<file path="config.mk">
export PLATFORM = sky130hd
export DESIGN_NAME = thermistor_table_interpolator
export DESIGN_NICKNAME = d
export VERILOG_FILES = /design/src/tti_pkg.sv /design/src/tti_div.sv /design/src/tti_dp.sv /design/src/tti_ctrl.sv /design/src/thermistor_table_interpolator.sv
export SDC_FILE = /design/constraint.sdc
export NUM_CORES = 2
export LEC_CHECK = 0
export BUFFER_PORTS_ARGS = -buffer_cell sky130_fd_sc_hd__buf_4
export CORE_ASPECT_RATIO = 1.75
export CORE_MARGIN = 5
export CORE_UTILIZATION = 45
export CTS_CLUSTER_DIAMETER = 60
export DETAILED_ROUTE_END_ITERATION = 12
export PLACE_DENSITY_LB_ADDON = 0.12
export SYNTH_ARGS = -nofsm -noshare
export SYNTH_HDL_FRONTEND = slang
export SYNTH_HIERARCHICAL = 1
export SYNTH_SLANG_ARGS = --single-unit
</file>
<file path="constraint.sdc">
create_clock -name clk -period 9.45 [get_ports clk]
set_input_delay 0.4725 -clock clk [delete_from_list [all_inputs] [get_ports clk]]
set_output_delay 0.4725 -clock clk [all_outputs]
set_load 0.03 [all_outputs]
</file>
<file path="src/tti_pkg.sv">
// ----------------------------------------------------------------------------
// tti_pkg
// Shared types, constants and helpers of the thermistor table interpolator.
// ----------------------------------------------------------------------------
package tti_pkg;

  localparam int RAW_W   = 14;
  localparam int TEMP_W  = 12;
  localparam int IDX_W   = 6;
  localparam int OUT_W   = 16;
  localparam int MODE_W  = 2;
  localparam int LEN_W   = 7;
  localparam int SCALE_W = 20;
  localparam int ADDR_W  = 5;
  localparam int DATA_W  = 32;

  localparam int DVD_W   = 32;
  localparam int DSR_W   = 16;
  localparam int QCNT_W  = $clog2(DVD_W);

  localparam logic [MODE_W-1:0] MODE_TABLE  = 2'd1;
  localparam logic [MODE_W-1:0] MODE_LINEAR = 2'd2;

  localparam logic ACT_LOAD = 1'b0;

  typedef enum logic [2:0] {
    REG_MODE   = 3'd0,
    REG_LEN    = 3'd1,
    REG_FLO    = 3'd2,
    REG_FHI    = 3'd3,
    REG_SCALE  = 3'd4,
    REG_OFFSET = 3'd5
  } reg_idx_t;

  typedef enum logic [2:0] {
    ST_IDLE,
    ST_FIRST,
    ST_SCAN,
    ST_MUL,
    ST_PREP,
    ST_DIV,
    ST_FIN,
    ST_OUT
  } state_t;

  typedef struct packed {
    logic [MODE_W-1:0]  mode;
    logic [LEN_W-1:0]   len;
    logic [RAW_W-1:0]   flo;
    logic [RAW_W-1:0]   fhi;
    logic [SCALE_W-1:0] scale;
    logic signed [OUT_W-1:0] offset;
  } cfg_t;

  localparam cfg_t CFG_RESET = '{
    mode:   2'd0,
    len:    7'd1,
    flo:    14'd0,
    fhi:    14'h3FFF,
    scale:  20'd0,
    offset: 16'sd0
  };

  typedef struct packed {
    logic write;
    logic capture;
    logic clear_res;
    logic scan_start;
    logic scan_step;
    logic take_found;
    logic take_last;
    logic mul;
    logic prep;
    logic fin;
    logic load_out;
  } cmd_t;

  typedef struct packed {
    logic active;
    logic linear;
    logic found;
    logic last;
    logic span_zero;
    logic div_busy;
  } stat_t;

  function automatic logic signed [OUT_W-1:0] sat16(input logic signed [33:0] v);
    logic signed [OUT_W-1:0] r;
    if (v > 34'sd32767) begin
      r = 16'sh7FFF;
    end else if (v < -34'sd32768) begin
      r = 16'sh8000;
    end else begin
      r = v[OUT_W-1:0];
    end
    return r;
  endfunction

endpackage

</file>
<file path="src/tti_div.sv">
// ----------------------------------------------------------------------------
// tti_div
// Restoring unsigned divider, one quotient bit per cycle.
// ----------------------------------------------------------------------------
module tti_div (
  input  logic                        clk,
  input  logic                        rst_n,
  input  logic                        start,
  input  logic [tti_pkg::DVD_W-1:0]   dividend,
  input  logic [tti_pkg::DSR_W-1:0]   divisor,
  output logic                        busy,
  output logic [tti_pkg::DVD_W-1:0]   quotient
);
  import tti_pkg::*;

  logic              busy_r;
  logic [QCNT_W-1:0] cnt_r;
  logic [DVD_W-1:0]  quo_r;
  logic [DSR_W-1:0]  rem_r;
  logic [DSR_W-1:0]  dsr_r;

  logic [DSR_W:0]    shifted;
  logic [DSR_W:0]    diff;
  logic              ge;
  logic [DSR_W-1:0]  rem_nxt;

  always_comb begin
    shifted = {rem_r, quo_r[DVD_W-1]};
    ge      = shifted >= {1'b0, dsr_r};
    diff    = shifted - {1'b0, dsr_r};
    rem_nxt = ge ? diff[DSR_W-1:0] : shifted[DSR_W-1:0];
  end

  always_ff @(posedge clk) begin
    if (!rst_n) begin
      busy_r <= 1'b0;
    end else if (start) begin
      busy_r <= 1'b1;
    end else if (busy_r && cnt_r == QCNT_W'(DVD_W - 1)) begin
      busy_r <= 1'b0;
    end
  end

  always_ff @(posedge clk) begin
    if (start) begin
      cnt_r <= '0;
      quo_r <= dividend;
      rem_r <= '0;
      dsr_r <= divisor;
    end else if (busy_r) begin
      cnt_r <= cnt_r + QCNT_W'(1);
      quo_r <= {quo_r[DVD_W-2:0], ge};
      rem_r <= rem_nxt;
    end
  end

  assign busy     = busy_r;
  assign quotient = quo_r;

endmodule

</file>
<file path="src/tti_dp.sv">
// ----------------------------------------------------------------------------
// tti_dp
// Datapath: table memory, scan registers, shared multiplier, divider and
// result/output registers.
// ----------------------------------------------------------------------------
module tti_dp #(
  parameter int TABLE_DEPTH = 64
) (
  input  logic                              clk,
  input  logic                              rst_n,
  input  tti_pkg::cfg_t                     cfg,
  input  tti_pkg::cmd_t                     cmd,
  output tti_pkg::stat_t                    stat,
  input  logic [tti_pkg::IDX_W-1:0]         in_entry_index,
  input  logic [tti_pkg::RAW_W-1:0]         in_entry_raw,
  input  logic signed [tti_pkg::TEMP_W-1:0] in_entry_temp,
  input  logic [tti_pkg::RAW_W-1:0]         in_raw_sample,
  output logic signed [tti_pkg::OUT_W-1:0]  out_temperature,
  output logic                              out_temp_valid
);
  import tti_pkg::*;

  localparam int AW = $clog2(TABLE_DEPTH);

  logic [RAW_W-1:0]         key_mem  [TABLE_DEPTH];
  logic signed [TEMP_W-1:0] temp_mem [TABLE_DEPTH];

  logic [RAW_W-1:0]         key_q_r;
  logic signed [TEMP_W-1:0] temp_q_r;
  logic [RAW_W-1:0]         raw_r;
  logic [AW-1:0]            idx_r;
  logic [RAW_W-1:0]         prev_key_r;
  logic signed [TEMP_W-1:0] prev_temp_r;
  logic [RAW_W-1:0]         hi_key_r;
  logic signed [TEMP_W-1:0] hi_temp_r;
  logic signed [35:0]       prod_r;
  logic                     neg_r;
  logic signed [OUT_W-1:0]  res_r;
  logic                     ok_r;
  logic signed [OUT_W-1:0]  out_temp_r;
  logic                     out_ok_r;

  logic                     wr_en;
  logic [AW-1:0]            wr_addr;
  logic [AW-1:0]            rd_addr;
  logic [AW-1:0]            last_idx;
  logic signed [RAW_W:0]    dx;
  logic signed [TEMP_W:0]   dt;
  logic signed [RAW_W:0]    span;
  logic signed [20:0]       op_a;
  logic signed [RAW_W:0]    op_b;
  logic signed [35:0]       prod_nxt;
  logic [35:0]              abs_p;
  logic [RAW_W:0]           abs_d;
  logic [DVD_W-1:0]         dvd;
  logic [DSR_W-1:0]         dsr;
  logic                     neg_nxt;
  logic                     div_start;
  logic                     div_busy;
  logic [DVD_W-1:0]         quo;
  logic signed [33:0]       q_s;
  logic signed [33:0]       t0x16;
  logic signed [33:0]       tab_sum;
  logic signed [33:0]       lin_sum;
  logic signed [OUT_W-1:0]  fin_nxt;
  logic                     linear;

  always_comb begin
    if (32'(cfg.len) >= TABLE_DEPTH) begin
      last_idx = AW'(TABLE_DEPTH - 1);
    end else if (cfg.len == '0) begin
      last_idx = '0;
    end else begin
      last_idx = AW'(cfg.len - 7'd1);
    end
  end

  assign linear  = cfg.mode == MODE_LINEAR;
  assign wr_en   = cmd.write && (32'(in_entry_index) < TABLE_DEPTH);
  assign wr_addr = AW'(in_entry_index);
  assign rd_addr = cmd.scan_start ? '0 :
                   (idx_r == last_idx) ? idx_r : idx_r + AW'(1);

  always_ff @(posedge clk) begin
    if (wr_en) begin
      key_mem[wr_addr]  <= in_entry_raw;
      temp_mem[wr_addr] <= in_entry_temp;
    end
    key_q_r  <= key_mem[rd_addr];
    temp_q_r <= temp_mem[rd_addr];
  end

  always_comb begin
    stat.active    = (cfg.mode == MODE_TABLE || cfg.mode == MODE_LINEAR) &&
                     in_raw_sample >= cfg.flo && in_raw_sample <= cfg.fhi;
    stat.linear    = linear;
    stat.found     = (idx_r != '0) && (key_q_r > raw_r);
    stat.last      = idx_r == last_idx;
    stat.span_zero = hi_key_r == prev_key_r;
    stat.div_busy  = div_busy;
  end

  // multiplier operands: dx*dt in table mode, scale*raw in linear mode
  always_comb begin
    dx       = $signed({1'b0, raw_r}) - $signed({1'b0, prev_key_r});
    dt       = hi_temp_r - prev_temp_r;
    span     = $signed({1'b0, hi_key_r}) - $signed({1'b0, prev_key_r});
    op_a     = linear ? $signed({1'b0, cfg.scale}) : $signed({{8{dt[TEMP_W]}}, dt});
    op_b     = linear ? $signed({1'b0, raw_r}) : dx;
    prod_nxt = op_a * op_b;
  end

  // round to nearest: (2|n| + |d|) / 2|d| with n = 16*prod
  always_comb begin
    abs_p     = prod_r[35] ? 36'(-prod_r) : 36'(prod_r);
    abs_d     = span[RAW_W] ? RAW_W'(-span) + 15'd0 : 15'(span);
    dvd       = {abs_p[26:0], 5'b0} + {17'b0, abs_d};
    dsr       = {abs_d, 1'b0};
    neg_nxt   = prod_r[35] ^ span[RAW_W];
    div_start = cmd.prep && !stat.span_zero;
  end

  tti_div u_div (
    .clk      (clk),
    .rst_n    (rst_n),
    .start    (div_start),
    .dividend (dvd),
    .divisor  (dsr),
    .busy     (div_busy),
    .quotient (quo)
  );

  always_comb begin
    if (stat.span_zero) begin
      q_s = '0;
    end else if (neg_r) begin
      q_s = -$signed({2'b0, quo});
    end else begin
      q_s = $signed({2'b0, quo});
    end
    t0x16   = $signed({{18{prev_temp_r[TEMP_W-1]}}, prev_temp_r, 4'b0});
    tab_sum = t0x16 + q_s;
    lin_sum = $signed({14'b0, prod_r[35:16]}) +
              $signed({{18{cfg.offset[OUT_W-1]}}, cfg.offset});
    fin_nxt = sat16(linear ? lin_sum : tab_sum);
  end

  always_ff @(posedge clk) begin
    if (cmd.capture) begin
      raw_r <= in_raw_sample;
    end
    if (cmd.scan_start) begin
      idx_r <= '0;
    end else if (cmd.scan_step && !stat.found && !stat.last) begin
      idx_r <= idx_r + AW'(1);
    end
    if (cmd.scan_step && !stat.found) begin
      prev_key_r  <= key_q_r;
      prev_temp_r <= temp_q_r;
    end
    if (cmd.take_found) begin
      hi_key_r  <= key_q_r;
      hi_temp_r <= temp_q_r;
    end
    if (cmd.mul) begin
      prod_r <= prod_nxt;
    end
    if (cmd.prep) begin
      neg_r <= neg_nxt;
    end
    if (cmd.clear_res) begin
      res_r <= '0;
      ok_r  <= 1'b0;
    end else if (cmd.take_last) begin
      res_r <= $signed({temp_q_r, 4'b0});
      ok_r  <= 1'b1;
    end else if (cmd.fin) begin
      res_r <= fin_nxt;
      ok_r  <= 1'b1;
    end
    if (cmd.load_out) begin
      out_temp_r <= res_r;
      out_ok_r   <= ok_r;
    end
  end

  assign out_temperature = out_temp_r;
  assign out_temp_valid  = out_ok_r;

endmodule

</file>
<file path="src/tti_ctrl.sv">
// ----------------------------------------------------------------------------
// tti_ctrl
// Controller: sequences load, scan, multiply, divide and result transfer.
// ----------------------------------------------------------------------------
module tti_ctrl (
  input  logic           clk,
  input  logic           rst_n,
  input  logic           in_valid,
  input  logic           in_action,
  output logic           in_ready,
  output logic           out_valid,
  input  logic           out_ready,
  output tti_pkg::cmd_t  cmd,
  input  tti_pkg::stat_t stat
);
  import tti_pkg::*;

  state_t state_r, state_nxt;
  logic   out_valid_r, out_valid_nxt;

  always_ff @(posedge clk) begin
    if (!rst_n) begin
      state_r     <= ST_IDLE;
      out_valid_r <= 1'b0;
    end else begin
      state_r     <= state_nxt;
      out_valid_r <= out_valid_nxt;
    end
  end

  always_comb begin
    state_nxt     = state_r;
    out_valid_nxt = out_valid_r && !out_ready;
    in_ready      = 1'b0;
    cmd           = '0;
    case (state_r)
      ST_IDLE: begin
        in_ready = 1'b1;
        if (in_valid) begin
          if (in_action == ACT_LOAD) begin
            cmd.write = 1'b1;
          end else begin
            cmd.capture = 1'b1;
            if (!stat.active) begin
              cmd.clear_res = 1'b1;
              state_nxt     = ST_OUT;
            end else if (stat.linear) begin
              state_nxt = ST_MUL;
            end else begin
              state_nxt = ST_FIRST;
            end
          end
        end
      end
      ST_FIRST: begin
        cmd.scan_start = 1'b1;
        state_nxt      = ST_SCAN;
      end
      ST_SCAN: begin
        cmd.scan_step = 1'b1;
        if (stat.found) begin
          cmd.take_found = 1'b1;
          state_nxt      = ST_MUL;
        end else if (stat.last) begin
          cmd.take_last = 1'b1;
          state_nxt     = ST_OUT;
        end
      end
      ST_MUL: begin
        cmd.mul   = 1'b1;
        state_nxt = stat.linear ? ST_FIN : ST_PREP;
      end
      ST_PREP: begin
        cmd.prep  = 1'b1;
        state_nxt = stat.span_zero ? ST_FIN : ST_DIV;
      end
      ST_DIV: begin
        if (!stat.div_busy) begin
          state_nxt = ST_FIN;
        end
      end
      ST_FIN: begin
        cmd.fin   = 1'b1;
        state_nxt = ST_OUT;
      end
      ST_OUT: begin
        if (!out_valid_r || out_ready) begin
          cmd.load_out  = 1'b1;
          out_valid_nxt = 1'b1;
          state_nxt     = ST_IDLE;
        end
      end
      default: begin
        state_nxt = ST_IDLE;
      end
    endcase
  end

  assign out_valid = out_valid_r;

  a_no_overwrite: assert property (@(posedge clk) disable iff (!rst_n)
    cmd.load_out |-> (!out_valid_r || out_ready))
    else $error("result register loaded while a result is pending");

  a_div_started: assert property (@(posedge clk) disable iff (!rst_n)
    $past(rst_n) && $past(cmd.prep) && !$past(stat.span_zero) |-> stat.div_busy)
    else $error("divider did not start");

  a_out_from_out_state: assert property (@(posedge clk) disable iff (!rst_n)
    $past(rst_n) && $rose(out_valid_r) |-> $past(state_r) == ST_OUT)
    else $error("result raised outside the output state");

endmodule

</file>
<file path="src/thermistor_table_interpolator.sv">
// ----------------------------------------------------------------------------
// thermistor_table_interpolator
// ADC reading to temperature in 1/16 degree: table interpolation or linear.
//
// Channel  Handshake              Carries
// in       in_valid / in_ready    load entry or convert sample
// out      out_valid / out_ready  temperature, temp_valid (convert only)
// cfg      psel/penable/pwrite    six registers at byte address 4*i
//
// A load transfer writes the entry and stays in idle. A fault or disabled
// convert goes straight to the output state, a linear convert through
// multiply and finish. A table convert scans up to table_length entries,
// one table read per cycle, then runs the bit-serial divider and control;
// equal neighboring keys skip the divider, and no key above the sample skips
// all arithmetic. Reset is synchronous; the table keeps no reset value. Input
// is taken only in idle; a result that finds the previous one still pending
// waits in the output state and blocks input until that out transfer.
// ----------------------------------------------------------------------------
module thermistor_table_interpolator #(
  parameter int TABLE_DEPTH = 64
) (
  input  logic                              clk,
  input  logic                              rst_n,
  input  logic                              in_valid,
  output logic                              in_ready,
  input  logic                              in_action,
  input  logic [tti_pkg::IDX_W-1:0]         in_entry_index,
  input  logic [tti_pkg::RAW_W-1:0]         in_entry_raw,
  input  logic signed [tti_pkg::TEMP_W-1:0] in_entry_temp,
  input  logic [tti_pkg::RAW_W-1:0]         in_raw_sample,
  output logic                              out_valid,
  input  logic                              out_ready,
  output logic signed [tti_pkg::OUT_W-1:0]  out_temperature,
  output logic                              out_temp_valid,
  input  logic                              psel,
  input  logic                              penable,
  input  logic                              pwrite,
  input  logic [tti_pkg::ADDR_W-1:0]        paddr,
  input  logic [tti_pkg::DATA_W-1:0]        pwdata,
  output logic [tti_pkg::DATA_W-1:0]        prdata,
  output logic                              pready
);
  import tti_pkg::*;

  cfg_t       cfg_r;
  cmd_t       cmd;
  stat_t      stat;
  logic [2:0] reg_sel;
  logic       wr;

  assign pready  = 1'b1;
  assign reg_sel = paddr[ADDR_W-1:2];
  assign wr      = psel && penable && pwrite && pready;

  always_ff @(posedge clk) begin
    if (!rst_n) begin
      cfg_r <= CFG_RESET;
    end else if (wr) begin
      case (reg_sel)
        REG_MODE:   cfg_r.mode   <= pwdata[MODE_W-1:0];
        REG_LEN:    cfg_r.len    <= pwdata[LEN_W-1:0];
        REG_FLO:    cfg_r.flo    <= pwdata[RAW_W-1:0];
        REG_FHI:    cfg_r.fhi    <= pwdata[RAW_W-1:0];
        REG_SCALE:  cfg_r.scale  <= pwdata[SCALE_W-1:0];
        REG_OFFSET: cfg_r.offset <= $signed(pwdata[OUT_W-1:0]);
        default: ;
      endcase
    end
  end

  always_comb begin
    case (reg_sel)
      REG_MODE:   prdata = {{(DATA_W-MODE_W){1'b0}}, cfg_r.mode};
      REG_LEN:    prdata = {{(DATA_W-LEN_W){1'b0}}, cfg_r.len};
      REG_FLO:    prdata = {{(DATA_W-RAW_W){1'b0}}, cfg_r.flo};
      REG_FHI:    prdata = {{(DATA_W-RAW_W){1'b0}}, cfg_r.fhi};
      REG_SCALE:  prdata = {{(DATA_W-SCALE_W){1'b0}}, cfg_r.scale};
      REG_OFFSET: prdata = {{(DATA_W-OUT_W){cfg_r.offset[OUT_W-1]}}, cfg_r.offset};
      default:    prdata = '0;
    endcase
  end

  tti_ctrl u_ctrl (
    .clk       (clk),
    .rst_n     (rst_n),
    .in_valid  (in_valid),
    .in_action (in_action),
    .in_ready  (in_ready),
    .out_valid (out_valid),
    .out_ready (out_ready),
    .cmd       (cmd),
    .stat      (stat)
  );

  tti_dp #(
    .TABLE_DEPTH (TABLE_DEPTH)
  ) u_dp (
    .clk             (clk),
    .rst_n           (rst_n),
    .cfg             (cfg_r),
    .cmd             (cmd),
    .stat            (stat),
    .in_entry_index  (in_entry_index),
    .in_entry_raw    (in_entry_raw),
    .in_entry_temp   (in_entry_temp),
    .in_raw_sample   (in_raw_sample),
    .out_temperature (out_temperature),
    .out_temp_valid  (out_temp_valid)
  );

endmodule
</file>
# Word level (Yosys, flattened, before mapping)
# Memory sizes are Yosys's and may differ from the RTL's. A register that Yosys moved wholly into a read port is not among the register bits.
# Index checks and enable logic that the tools add are counted.
op_classes:
  n_addsub: 13
  mul: 1
  magnitude_cmp: 7
  n_eq_ne: 22
  mux: 54
  n_bitwise: 1
  reduce_logical: 32
op_table:
  columns: ["operator", "count"]
  rows:
  - ["$pmux W32 S6", 1]
  - ["$mux W34", 3]
  - ["$mux W16", 5]
  - ["$mux W32", 2]
  - ["$mul A21 B15 Y36", 1]
  - ["$add A16 B34 Y34", 1]
  - ["$gt A34 B16 Y1 const B", 1]
  - ["$lt A34 B16 Y1 const B", 1]
  - ["$neg A32 Y34", 1]
  - ["$add A32 B15 Y32", 1]
  - ["$mux W3", 10]
  - ["$sub A14 B14 Y15", 2]
  - ["$mux W27", 1]
  - ["$neg A27 Y27", 1]
  - ["$mux W6", 4]
  - ["$pmux W3 S8", 1]
  - ["$add A21 B16 Y22", 1]
  - ["$mux W21", 1]
  - ["$mux W1", 20]
  - ["$eq A3 B3 Y1 const B", 6]
  - ["$ge A17 B16 Y1", 1]
  - ["$sub A16 B16 Y16", 1]
  - ["$mux W15", 1]
  - ["$eq A14 B14 Y1", 1]
  - ["31 further kinds", 62]
word_totals:
  reg_bits: 289
  ram_bits: 1664
  inputBits: 91
  output_inout_bits: 52
  wordCells: 158
  mem_count: 2
memory_table:
  columns: ["memory", "depth", "width", "rd", "rd_clocked_by_memory_dff", "write_ports", "line", "text"]
  rows:
  - ["u_dp.key_mem", 64, 14, 1, 1, 1, "tti_dp.sv:25", "logic [RAW_W-1:0] key_mem [TABLE_DEPTH];"]
  - ["u_dp.temp_mem", 64, 12, 1, 1, 1, "tti_dp.sv:26", "logic signed [TEMP_W-1:0] temp_mem [TABLE_DEPTH];"]

# Depth between registers and ports, before layout
depth:
  word_depth: 10
  depth_mapped: 40
  ltp_nobuf: 38

# Cells and area by module
# The synthesis kept the hierarchy.
by_module_without_submodules:
  columns: ["mod", "instances", "cells_each", "area_per_inst_um2", "seq_area_each_um2"]
  rows:
  - ["tti_dp", 1, 7114, 90494.3, 54552.3]
  - ["tti_div", 1, 332, 3826.2, 1881.8]
  - ["thermistor_table_interpolator", 1, 377, 3555.9, 1461.4]
  - ["tti_ctrl", 1, 49, 352.8, 80.1]

# Worst setup path after synthesis
# OpenSTA, ideal clock, no wires.
synth_timing:
  path_kind: "reg2reg"
  startpoint: "register u_dp.prev_temp_r[0]"
  endpoint: "register u_dp.prod_r[34], data pin"
  setup_ns: 0.258
  arrival_time_ns: 8.494
  required_ns: 9.192
  path_slack_ns: 0.699
  stages_incl_launch_ff: 36
  n_path_buf: 2
  synth_period_minus_slack_ns: 8.751
  cell_sequence: "edfxtp_1 ha_1 fa_1 nor2b_1 o21ai_0 a21boi_0 o21ai_0 a21boi_0 o21ai_0 a21boi_0 o21ai_0 a211oi_1 a21oi_1 clkbuf_1 nand2_1 fa_1 fa_1 inv_1 fa_1 fa_1 fa_1 inv_1 fa_1 inv_1 ha_1 clkbuf_1 nand4_1 inv_1 nand4_1 a21o_1 a21o_1 and3_1 o41ai_1 a21o_1 a21oi_1 xnor2_1"
synth_between:
  elab_chain_len: 3
synth_lines:
  columns: ["element", "line", "text"]
  rows:
  - ["start: declaration", "tti_dp.sv:33", "logic signed [TEMP_W-1:0] prev_temp_r;"]
  - ["start signal: assignment", "tti_dp.sv:159", "prev_temp_r <= temp_q_r;"]
  - ["$sub A12 B12 Y13", "tti_dp.sv:106", "dt = hi_temp_r - prev_temp_r;"]
  - ["$mux W21", "tti_dp.sv:108", "op_a = linear ? $signed({1'b0, cfg.scale}) : $signed({{8{dt[TEMP_W]}}, dt});"]
  - ["$mul A21 B15 Y36", "tti_dp.sv:110", "prod_nxt = op_a * op_b;"]
  - ["named net u_dp.prod_nxt[34]", "tti_dp.sv:52", "logic signed [35:0] prod_nxt;"]
  - ["end signal: assignment", "tti_dp.sv:166", "prod_r <= prod_nxt;"]
  - ["end: declaration", "tti_dp.sv:36", "logic signed [35:0] prod_r;"]
# The timed path passes the listed nets, and every way through them passes these cells.
# A chain may end at the register's enable or synchronous reset.

# Worst setup path after layout
# Same ends and word-level chain as after synthesis.

==> impl_metrics.prom <==
# TYPE chip_impl_metric gauge
chip_impl_info{name="grt_setup_unrepaired",value="no"} 1
chip_impl_metric{name="global_route_wire_length_before_repair",unit="um"} 467900
chip_impl_metric{name="cap_violations",unit=""} 0
chip_impl_info{name="synth_largest_area_cell",value="sky130_fd_sc_hd__edfxtp_1"} 1
chip_impl_metric{name="preCtsSetupSlack",unit="ns"} 0.05718
chip_impl_metric{name="number_of_global_route_vias_before_repair",unit=""} 67610
chip_impl_metric{name="final_net_count",unit=""} 8700
chip_impl_metric{name="max_clock_freq",unit="MHz"} 110.6
chip_impl_metric{name="setup-violations-final",unit=""} 0
chip_impl_metric{name="route.detailed.vias_per_inst",unit=""} 5.991
chip_impl_metric{name="clk_pin_slew_worst_paths",unit="ns"} 0.07
chip_impl_info{name="timing_worst_setup_path_type",value="reg -> reg"} 1
chip_impl_metric{name="globalRouteOverflowTotal",unit=""} 0
chip_impl_metric{name="areaGrowthSynthToFinish",unit="%"} 11.54
chip_impl_metric{name="cp_max_fo",unit=""} 10
chip_impl_metric{name="die_height",unit="um"} 628.1
chip_impl_metric{name="route.vias.total",unit=""} 66260
chip_impl_metric{name="standard_cell_row_count",unit=""} 227
chip_impl_metric{name="mappedNetlistArea",unit="mm^2"} 0.09823
chip_impl_metric{name="grt.total_usage",unit="%"} 28.27
chip_impl_metric{name="syn_area_per_cell",unit="um^2"} 12.48
chip_impl_metric{name="distinct_cells_synth",unit=""} 113
chip_impl_metric{name="cts_inserted_buffers",unit=""} 195
chip_impl_info{name="crit_path_start_kind",value="flip-flop"} 1
chip_impl_metric{name="critical_path.max_stage_delay",unit="ns"} 0.54
chip_impl_metric{name="number_of_antenna_violations_at_the_first_check_in_global_routing",unit=""} 14
chip_impl_info{name="synth_most_common_cell",value="sky130_fd_sc_hd__edfxtp_1"} 1
chip_impl_metric{name="htreeDepth",unit=""} 4
chip_impl_metric{name="timing.final.crit_share",unit="%"} 95.64
chip_impl_metric{name="post_synth_xor_area_fraction",unit="%"} 1.860
chip_impl_metric{name="synth-edff-count",unit=""} 1832
chip_impl_metric{name="die_area",unit="mm^2"} 0.2281
chip_impl_metric{name="holdWs",unit="ns"} 0.05496
chip_impl_metric{name="synthesis.yosys.warnings",unit=""} 6
chip_impl_metric{name="routed_wire_length_per_instance",unit="um"} 29.81
chip_impl_info{name="crit_path_frequent_cell",value="sky130_fd_sc_hd__fa_1"} 1
chip_impl_metric{name="postSynth.asyncResetShare",unit="%"} 0
chip_impl_info{name="cts_tree",value="yes"} 1
chip_impl_info{name="clock-root-buffer",value="sky130_fd_sc_hd__clkbuf_16"} 1
chip_impl_info{name="yosys-top-cells-area",value="sky130_fd_sc_hd__edfxtp_1, sky130_fd_sc_hd__fa_1, sky130_fd_sc_hd__nand2_1"} 1
chip_impl_metric{name="synth_seq_cells",unit=""} 1980
chip_impl_metric{name="synth_top_cell_area_share",unit="%"} 56.00
chip_impl_metric{name="die-width",unit="um"} 363.2
chip_impl_metric{name="clock-skew-final",unit="ns"} 0.06429
chip_impl_metric{name="final_antenna_net_count",unit=""} 0
chip_impl_metric{name="synthAdderAreaFrac",unit="%"} 9.589
chip_impl_metric{name="finalWorstSetupSlack",unit="ns"} 0.4124
chip_impl_metric{name="initial_core_util",unit="%"} 45.09
chip_impl_metric{name="post_synth_mux_area_share",unit="%"} 4.597
chip_impl_metric{name="pin_count_of_the_biggest_net_entering_global_routing",unit=""} 111
chip_impl_info{name="outcome",value="completed"} 1
chip_impl_metric{name="worstPathArrival",unit="ns"} 9.62
chip_impl_info{name="critical_path.endpoint_type",value="flip-flop"} 1
chip_impl_metric{name="post_route_cells_drive_above_1_share",unit="%"} 10.96
chip_impl_metric{name="timing.critical_path.required",unit="ns"} 10.03
chip_impl_metric{name="simple_gate_share_of_the_synthesized_area",unit="%"} 11.48
chip_impl_metric{name="insertion_delay",unit="ns"} 0.88
chip_impl_metric{name="core_area",unit="mm^2"} 0.2178
chip_impl_metric{name="design.portCount",unit=""} 143
chip_impl_metric{name="dp_hpwl",unit="um"} 217500
chip_impl_metric{name="drt_drc_violations_left",unit=""} 0
chip_impl_metric{name="synth_compound_gate_area_share",unit="%"} 9.337
chip_impl_metric{name="first_pass_iters",unit=""} 5
chip_impl_metric{name="routabilityCongestion",unit=""} 0.9267
chip_impl_metric{name="number_of_buffers_inserted_by_port_buffering",unit=""} 127
chip_impl_metric{name="cts.sinks",unit=""} 1980
chip_impl_metric{name="drt_iter0_markers",unit=""} 4918
chip_impl_metric{name="wirelength",unit="um"} 329700
chip_impl_metric{name="syn-instance-count",unit=""} 7872
chip_impl_info{name="critical_path_cell_with_the_highest_stage_delay",value="sky130_fd_sc_hd__fa_1"} 1
chip_impl_metric{name="clock_path_buffers",unit=""} 4
chip_impl_metric{name="worst_slew_pin_slew",unit="ns"} 1.443
chip_impl_metric{name="max_slew_margin",unit="%"} 3.198
chip_impl_info{name="synthFlopType",value="sky130_fd_sc_hd__edfxtp_1"} 1
chip_impl_metric{name="finalMaxSlewViolations",unit=""} 0
chip_impl_info{name="largest_family_of_logic_cells_by_synthesized_area",value="simple AND/OR/NAND/NOR gates"} 1
chip_impl_info{name="holdCritPathClass",value="in -> reg"} 1
chip_impl_metric{name="post_route_minimum_period",unit="ns"} 9.038
chip_impl_metric{name="part_of_the_yosys_area_used_for_sequential_elements",unit="%"} 59.02
chip_impl_metric{name="hold_viol_final",unit=""} 0
chip_impl_info{name="netlist_top_cells_count",value="sky130_fd_sc_hd__edfxtp_1, sky130_fd_sc_hd__nand2_1, sky130_fd_sc_hd__inv_1, sky130_fd_sc_hd__mux2i_1, sky130_fd_sc_hd__nor2_1"} 1
chip_impl_metric{name="fin_tns_setup",unit="ns"} 0
-- logic make-up after synthesis --
| group | count (synthesis) |
|---|---|
| fa+ha+maj | 568 |
| flops | 1980 |
| xor+xnor | 207 |
| simple gates | 2489 |
| buf+inv | 948 |
| other cells | 2 |
| mux | 437 |
| compound gates | 1241 |
-- worst max-delay path: cells and delay by family, from the launching register on --
family	cells	cell delay (ns)
flops	1	0.40
buf+inv	9	1.13
compound gates	14	2.47
xor+xnor	1	0.13
simple gates	6	0.69
fa+ha+maj	9	3.91
-- routing by layer --
metal | global-route usage, % | routed length, um
met5 | 0 | 67
met2 | 53.29 | 176600
met1 | 28.93 | 109600
met3 | 3.025 | 14420
met4 | 19.70 | 28980
-- worst paths after layout --
path / from / end / slack (ns) / cells past startpoint
setup / recovery: u_dp/prev_temp_r[0] / u_dp/prod_r[34] / 0.41 / 39
hold / removal: rst_n / cfg_r[46] / 0.05 / 2
setup reg to reg: u_dp/prev_temp_r[0] / u_dp/prod_r[34] / 0.41 / 39
hold reg to reg: u_dp/ok_r / u_dp/out_temp_valid / 0.45 / 0
-- through the flow --
step,utilization [%],std cells,area (um^2)
2_1_floorplan,-,7873,98230
3_3_place_gp,47.30,10670,103000
3_5_place_dp,47.30,10670,103000
4_1_cts,50.26,11050,109500
5_1_grt,50.28,11050,109500
6_report,50.29,11060,109600
-- sequential cells by signal (all words and copies together), names as in the netlist, 3 cells and up --
| signal | flops |
|---|---|
| u_dp/prev_key_r | 14 |
| u_dp/res_r | 16 |
| u_dp/u_div/cnt_r | 5 |
| u_dp/prev_temp_r | 12 |
| cfg_r | 73 |
| u_dp/u_div/quotient | 32 |
| u_dp/raw_r | 14 |
| u_dp/hi_temp_r | 12 |
| u_dp/idx_r | 6 |
| u_dp/temp_q_r | 12 |
| u_dp/u_div/rem_r | 16 |
| u_dp/u_div/dsr_r | 16 |
| u_dp/key_q_r | 14 |
| u_dp/out_temperature | 16 |
| u_dp/key_mem | 896 |
| u_ctrl/state_r | 3 |
| u_dp/hi_key_r | 14 |
| u_dp/temp_mem | 768 |
| u_dp/prod_r | 36 |
-- layout by cell type, fill, tap and decap left out, types with 22 or more instances in the layout --
master                          count
sky130_fd_sc_hd__buf_4            353
sky130_fd_sc_hd__mux2i_1          336
sky130_fd_sc_hd__fa_1             308
sky130_fd_sc_hd__nor2_2            68
sky130_fd_sc_hd__and2_1            76
sky130_fd_sc_hd__o221ai_1          22
sky130_fd_sc_hd__o211ai_1          27
sky130_fd_sc_hd__clkbuf_1          34
sky130_fd_sc_hd__a21o_1            70
sky130_fd_sc_hd__nor2_1           242
sky130_fd_sc_hd__mux2_2            96
sky130_fd_sc_hd__xor2_1            90
sky130_fd_sc_hd__clkinv_1          43
sky130_fd_sc_hd__a221oi_1          57
sky130_fd_sc_hd__o21ai_0          119
sky130_fd_sc_hd__clkinv_2          29
sky130_fd_sc_hd__nand4_1           86
sky130_fd_sc_hd__edfxtp_1        1832
sky130_fd_sc_hd__nand2b_1          46
sky130_fd_sc_hd__nand2_1         1365
sky130_fd_sc_hd__a311oi_1          82
sky130_fd_sc_hd__dlygate4sd3_1     37
sky130_fd_sc_hd__a21oi_1          158
sky130_fd_sc_hd__clkbuf_16        196
sky130_fd_sc_hd__a31oi_1          139
sky130_fd_sc_hd__o21bai_1          23
sky130_fd_sc_hd__a211oi_1          79
sky130_fd_sc_hd__and3_1           118
sky130_fd_sc_hd__nand3_1          200
sky130_fd_sc_hd__inv_1            510
sky130_fd_sc_hd__a32oi_1          159
sky130_fd_sc_hd__or3_1             33
sky130_fd_sc_hd__xnor2_1          116
sky130_fd_sc_hd__o22ai_1           44
sky130_fd_sc_hd__ha_1             259
sky130_fd_sc_hd__dfxtp_1          148
sky130_fd_sc_hd__nor2b_1           74
sky130_fd_sc_hd__a22o_1            27
sky130_fd_sc_hd__nor3_1            60
sky130_fd_sc_hd__a32o_1            29
-- final cells by class --
class	count	area, um^2
antenna	11	27.53
clock buffer	236	5115
clock inverter	107	960.9
fill	19040	108300
inverter	514	1932
multi-input combinational	4945	36650
sequential	1980	57980
tap	2862	3581
timing repair buffer	405	3321
-- what timing repair did --
item	4_1_cts	5_1_grt
endpoints found under the setup margin	0	13
gates resized for setup	0	14
endpoints found under the hold margin	61	0
hold buffers	37	0
buffers inserted	0	1
Power is not shown: default switching activity piles up to over one toggle a cycle in this logic, so the estimate is an artifact.
